## src/hll_pkg.sv

```systemverilog
package hll_pkg;

  localparam int UW   = 31;  // unsigned fields
  localparam int SW   = 32;  // signed fields
  localparam int FRAC = 16;

  localparam int RAD_W     = 48;
  localparam int ROOT_W    = RAD_W / 2;
  localparam int SQ_STAGES = ROOT_W;

  localparam int MUL_W  = 64;
  localparam int PROD_W = 2 * MUL_W;

  localparam int DIV_QW = 33;
  localparam int DEN_W  = 64;

  // wave speed differences and the c1/c2 terms
  localparam int AW = 35;
  localparam int CW = 50;

  localparam int LAT       = 108;
  localparam int ITEM_TAPS = 69;

  typedef struct packed {
    logic [UW-1:0]        rl;
    logic [UW-1:0]        pl;
    logic signed [SW-1:0] vl;
    logic [UW-1:0]        cl;
    logic [UW-1:0]        rr;
    logic [UW-1:0]        pr;
    logic signed [SW-1:0] vr;
    logic [UW-1:0]        cr;
  } item_t;

  function automatic logic [MUL_W-1:0] mag_w(input logic signed [MUL_W-1:0] x);
    mag_w = x[MUL_W-1] ? MUL_W'(-x) : MUL_W'(x);
  endfunction

  function automatic logic [PROD_W-1:0] mag_p(input logic signed [PROD_W-1:0] x);
    mag_p = x[PROD_W-1] ? PROD_W'(-x) : PROD_W'(x);
  endfunction

endpackage

```

## src/hll_sqrt.sv

```systemverilog
module hll_sqrt (
  input  logic                         clk,
  input  logic                         en,
  input  logic [hll_pkg::RAD_W-1:0]    x,
  output logic [hll_pkg::ROOT_W-1:0]   root
);
  import hll_pkg::*;

  logic [RAD_W-1:0] rem_q [SQ_STAGES];
  logic [RAD_W-1:0] res_q [SQ_STAGES];
  logic [RAD_W-1:0] rem_next [SQ_STAGES];
  logic [RAD_W-1:0] res_next [SQ_STAGES];

  // one result bit per stage
  always_comb begin
    logic [RAD_W-1:0] r_in, s_in, bitv, trial;
    for (int k = 0; k < SQ_STAGES; k++) begin
      if (k == 0) begin
        r_in = x;
        s_in = '0;
      end else begin
        r_in = rem_q[k-1];
        s_in = res_q[k-1];
      end
      bitv  = RAD_W'(1) << (RAD_W - 2 - 2 * k);
      trial = s_in + bitv;
      if (r_in >= trial) begin
        rem_next[k] = r_in - trial;
        res_next[k] = (s_in >> 1) + bitv;
      end else begin
        rem_next[k] = r_in;
        res_next[k] = s_in >> 1;
      end
    end
  end

  always_ff @(posedge clk) begin
    if (en) begin
      for (int k = 0; k < SQ_STAGES; k++) begin
        rem_q[k] <= rem_next[k];
        res_q[k] <= res_next[k];
      end
    end
  end

  assign root = res_q[SQ_STAGES-1][ROOT_W-1:0];
endmodule

```

## config.mk

```make
export PLATFORM = sky130hd
export DESIGN_NAME = hll_sqrt
export DESIGN_NICKNAME = d
export VERILOG_FILES = /design/src/hll_pkg.sv /design/src/hll_sqrt.sv
export SDC_FILE = /design/constraint.sdc
export NUM_CORES = 2
export LEC_CHECK = 0
export ABC_CLOCK_PERIOD_IN_PS = 3500
export BUFFER_PORTS_ARGS = -buffer_cell sky130_fd_sc_hd__buf_2
export CORE_ASPECT_RATIO = 1.2
export CORE_MARGIN = 2
export CORE_UTILIZATION = 30
export CTS_BUF_LIST = sky130_fd_sc_hd__clkbuf_4 sky130_fd_sc_hd__clkbuf_8 sky130_fd_sc_hd__clkbuf_16
export DETAILED_ROUTE_END_ITERATION = 8
export SYNTH_ARGS = -nofsm -noshare
export SYNTH_HDL_FRONTEND = slang
export SYNTH_SLANG_ARGS = --single-unit
```

## constraint.sdc

```tcl
create_clock -name clk -period 3.5 [get_ports clk]
set_input_delay 0.7 -clock clk [delete_from_list [all_inputs] [get_ports clk]]
set_output_delay 0.7 -clock clk [all_outputs]
set_load 0.02 [all_outputs]
```

# --- Yosys cells after proc, flatten, opt, wreduce, memory -nomap -nowiden ---
# Memory sizes are Yosys's and may differ from the RTL's.
# Cells that the tools add are included.
op_classes:
  addsub: 70
  n_lt_le_gt_ge: 24
  n_mux: 50
ops:
  columns: ["cell", "count"]
  rows:
  - ["48-bit 2-to-1 mux", 47]
  - ["48-bit >= comparator", 23]
  - ["48-bit subtractor", 23]
  - ["47-bit by 1-bit adder with 48-bit output (second input constant)", 1]
  - ["47-bit by 11-bit adder with 48-bit output (second input constant)", 1]
  - ["47-bit by 13-bit adder with 48-bit output (second input constant)", 1]
  - ["47-bit by 15-bit adder with 48-bit output (second input constant)", 1]
  - ["47-bit by 17-bit adder with 48-bit output (second input constant)", 1]
  - ["47-bit by 19-bit adder with 48-bit output (second input constant)", 1]
  - ["47-bit by 21-bit adder with 48-bit output (second input constant)", 1]
  - ["47-bit by 23-bit adder with 48-bit output (second input constant)", 1]
  - ["47-bit by 25-bit adder with 48-bit output (second input constant)", 1]
  - ["47-bit by 27-bit adder with 48-bit output (second input constant)", 1]
  - ["47-bit by 29-bit adder with 48-bit output (second input constant)", 1]
  - ["47-bit by 3-bit adder with 48-bit output (second input constant)", 1]
  - ["47-bit by 31-bit adder with 48-bit output (second input constant)", 1]
  - ["47-bit by 33-bit adder with 48-bit output (second input constant)", 1]
  - ["47-bit by 35-bit adder with 48-bit output (second input constant)", 1]
  - ["47-bit by 37-bit adder with 48-bit output (second input constant)", 1]
  - ["47-bit by 39-bit adder with 48-bit output (second input constant)", 1]
  - ["47-bit by 41-bit adder with 48-bit output (second input constant)", 1]
  - ["47-bit by 43-bit adder with 48-bit output (second input constant)", 1]
  - ["47-bit by 45-bit adder with 48-bit output (second input constant)", 1]
  - ["47-bit by 5-bit adder with 48-bit output (second input constant)", 1]
  - ["other kinds (29)", 30]
totals:
  regBits: 0
  mem_bits_rw: 2304
  in_bits: 50
  output_inout_bits: 24
  wordCells: 146
  memories: 2
memory_table:
  columns: ["name", "depth", "width", "read_ports", "rd_clocked_by_memory_dff", "wr", "line_no", "rtl"]
  rows:
  - ["rem_q", 24, 48, 23, 0, 24, "hll_sqrt.sv:9", "logic [RAD_W-1:0] rem_q [SQ_STAGES];"]
  - ["res_q", 24, 48, 24, 0, 24, "hll_sqrt.sv:10", "logic [RAD_W-1:0] res_q [SQ_STAGES];"]

# --- Depth between registers and ports, before layout ---
# An unclocked memory read counts as a cell.
depth:
  depth_word: 4
  ltp_mapped: 13
  depth_no_buf: 11

# --- Worst setup path before layout ---
# Ideal clock, no wire load.
synth_timing:
  path_type: "register to register"
  startpoint: "memory rem_q[13][29] (netlist: rem_q[1][269])"
  endpoint: "memory rem_q[14][45] (netlist: rem_q[1][333]) (data pin)"
  setup_ps: 266
  t_arrival_ps: 3005
  required_time_ps: 3234
  path_slack_ps: 230
  stages_incl_launch_ff: 10
  path_buffers: 0
  cell_sequence: "edfxtp_1 ha_1 or3b_1 or4_1 nor4_1 nor4_1 nor3b_1 or4_1 nor3_1 xor2_1"
synth_rtl:
  columns: ["item", "line_no"]
  rows:
  - ["from (decl)", "hll_sqrt.sv:9"]

==> metrics.md <==
| Metric | Value |
|---|---|
| Final TNS setup | `0 ns` |
| Die width | `between 400 and 500 um` |
| Diodes inserted | `0` |
| RR Startpoint | `rem_q[2][83]` |
| Setup WS post-layout | `around 0.067 ns` |
| M3 GR Usage | `0.0181` |
| Min-delay worst type | `in -> reg` |
| Total track usage | `0.119` |
| Number of enable flip-flop cells after synthesis | `roughly 1400` |
| CTS Sinks | `1404` |
| Antenna-violating nets left | `0` |
| Sw frac | `0.276` |
| Final WL | `between 100000 and 150000 um` |
| First DRT Iteration DRCs | `slightly above 2000` |
| Share of the synthesized area in the top cell type | `0.633` |
| Crit start category | `flip-flop` |
| Die area | `226000 um2` |
| Async SR Flop Fraction | `0` |
| Slew Limit Headroom | `0.432` |
| Util after Layout | `0.355` |
| Number of global-route vias before repair | `about 44000` |
| Commonest non-fill, non-tap cells in the layout | `edfxtp_1, inv_1, a21oi_1` |
| Most common cell after layout, fill and taps aside | `edfxtp_1` |
| Buf/Inv on CP | `1` |
| Drt wl/cell | `about 15 um` |
| Critical-path top delay cell | `or4_4` |
| CP delay by family, top | `simple AND/OR/NAND/NOR gates` |
| CORE AREA | `about 220000 um2` |
| Max Freq | `between 200 and 300 MHz` |
| Met2 usage | `0.249` |
| Area contributors post-synth | `edfxtp_1, ha_1, xnor2_1, xor2_1, a21oi_1` |
| Finished Cell Area | `78400 um2` |
| Pins Over Slew Limit | `0` |
| CTS tree | `done` |
| Min Tclk post-route | `about 3.4 ns` |
| GP Congestion | `a little over 1` |
| Number of cells on the worst reg-to-reg path | `8` |
| Worst-path cell chain | `or3_4 -> or4_4 -> or3_1 -> or3_4 -> or4_4 -> nor2_8 -> buf_12 -> mux2_2` |
| Comb pwr share | `0.197` |
| Placed Area | `73000 um2` |
| Min-Delay Path Depth | `1` |
| Critical Path Source | `rem_q[2][83]` |
| Routed vias/inst | `~4.7` |
| Crit path kind | `reg -> reg` |
| Boundary pin count | `between 70 and 80` |
| Mapped Area | `66600 um2` |
| Crit end category | `flip-flop` |
| Largest net degree at the start of global routing | `roughly 150` |
| Pwr dens | `between 600 and 700 nW/um2` |
| Clk_skew | `0.0575 ns` |
| R2R Path End | `rem_q[2][115]` |
| Average cell area after synthesis | `around 13 um2` |
| Site row count | `~190` |
| GR peak layer | `met2` |
| YS warnings | `0` |
| Hold EP | `rem_q[0][9]` |
| Detailed Routing Iterations Pass 1 | `5` |
| Post-detail-place hpwl | `~100000 um` |
| Clock power share | `0.329` |
| Internal power | `34.3 mW` |
| Skew-Pair Late Insertion Delay | `around 0.81 ns` |
| CTS max path bufs | `3` |
| Nets | `slightly above 6000` |
| Yosys reg bits | `roughly 1400` |
| CP max FO | `7` |
| Initial Utilization | `0.302` |
| First-pass GRT wire length | `216000 um` |
| Max cap viols | `0` |
| # port buffers | `between 70 and 80` |
| Yosys top cell by area | `edfxtp_1` |
| FF-to-FF setup slack | `0.07 ns` |
| Num CTS Buffers | `149` |
| Max stage delay on crit path | `around 0.54 ns` |
| Leakage | `between 20 and 30 nW` |
| H-tree depth | `4` |
| Setup-failing EPs final | `0` |
| Clock-pin transition on the worst setup and hold timing paths | `0.06 ns` |
| Die Y | `approximately 520 um` |
| VDD IR-drop max | `0.429 mV` |
| Total number of vias | `41300` |
| Initial antenna violation count | `1` |
| Syn_nets | `roughly 5600` |
| Unrepaired setup endpoints after global routing | `yes` |
| Dpl ws | `-0.258 ns` |
| HP Start | `x[9]` |
| Fin. Hold Viols | `0` |
| Residual DRC | `0` |
| Met1 Usage GRT | `0.101` |
| Grt total ovfl | `0` |
| Sequential power share | `0.475` |
| Crit path required time | `about 4.0 ns` |
| Share of cells above drive strength 1 | `0.135` |
| NetSw | `about 13 mW` |
| Power Total | `between 40 and 50 mW` |
| Main synth FF type | `edfxtp_1` |
| Final period util | `0.981` |
| Status | `finished, final reports clean` |
| Area growth from synthesis to layout | `17.7%` |
| Synth cell types | `88` |
| Least-Margin Pin Slew | `roughly 0.84 ns` |
| Critical path arrival | `around 3.9 ns` |
| Register area share after synthesis | `0.633` |
| Post-Synthesis Cells | `5213` |
| Root Driver | `clkbuf_16` |
==> metrics by stage <==
step | std cells | hold WS (ns)
after floorplan | 5213 | 0.417
after global placement | 8482 | 0.427
after detailed placement | 8482 | 0.430
after CTS | 8755 | 0.000302
after global routing | 8761 | 0.0206
final | 8761 | 0.0749
==> layer usage <==
layer  wire (um)  vias up
met5           0        -
met3        3620      394
met4        8180        0
met2       78800      799
met1       45200    19700
li1            -    20500
==> Yosys cell counts, types with 64 or more instances <==
cell type and n:
nor4_1 196, nand2b_1 64, nand2_1 325, xnor2_1 238, o21ai_0 238, nand4_1 78
nor2_1 326, a21oi_1 335, xor2_1 236, ha_1 322, nand3_1 85, inv_1 394
nor3_1 145, edfxtp_1 1404, a21o_1 83, o21a_1 76
==> registers in the layout, summed over array words and instances, names as in the netlist <==
| signal | flops |
|---|---|
| res_q | 300 |
| rem_q | 1104 |
==> how the worst max path moves through the flow <==
stage	endpoint	slack [ns]	cells after the start
floorplan	rem_q[1][333]	0.23	9
global placement	rem_q[1][333]	-0.18	9
detailed placement	rem_q[1][333]	-0.26	9
CTS	rem_q[2][233]	0.008	13
global route	rem_q[2][239]	-0.03	12
finish	rem_q[2][115]	0.07	8
==> logic make-up (layout without fill, tap and decap cells) <==
kind of cell,after synthesis,in the layout,share of synthesized area
AOI/OAI and AO/OA,963,963,0.0879
xor gates and xnor gates,474,474,0.0623
adders and majority gates,322,322,0.0605
buffers and inverters,476,1064,0.0275
DFF,1404,1404,0.633
muxes,65,65,0.0109
and+or+nand+nor,1509,1509,0.118
==> area by class of cell <==
cell class,instances,area (um2)
clock buffer,190,4040
inverter,396,1490
multi-input combinational,3333,22900
timing repair buffer,401,3090
fill,21200,142000
clock inverter,77,950
sequential,1404,42200
tap,2960,3700
==> worst reg2reg max path: cells and delay by family (launching register included) <==
family / cells / cell delay [ns]
DFF: 1 / 0.41
buffers and inverters: 1 / 0.14
and+or+nand+nor: 6 / 2.29
muxes: 1 / 0.34
==> power groups by stage <==
stage                     logic [mW]  registers, mW  clock network (mW)
after floorplan                 6.21           22.4                   0
after global placement          9.01           22.8                   0
after detailed placement        9.18           22.8                   0
after CTS                       9.24           22.5                16.0
after global routing            10.4           22.8                16.7
final                           9.35           22.5                15.6
==> what timing repair did <==
action                                  4_1_cts  5_1_grt
pin swaps                                     1        7
hold buffers                                  6        0
gates cloned                                  0        0
buffers inserted                              0        6
endpoints found under the setup margin       15      119
endpoints found under the hold margin         6        0
gates resized for setup                       7       54
Note: power is estimated with default switching activity, not from simulation.
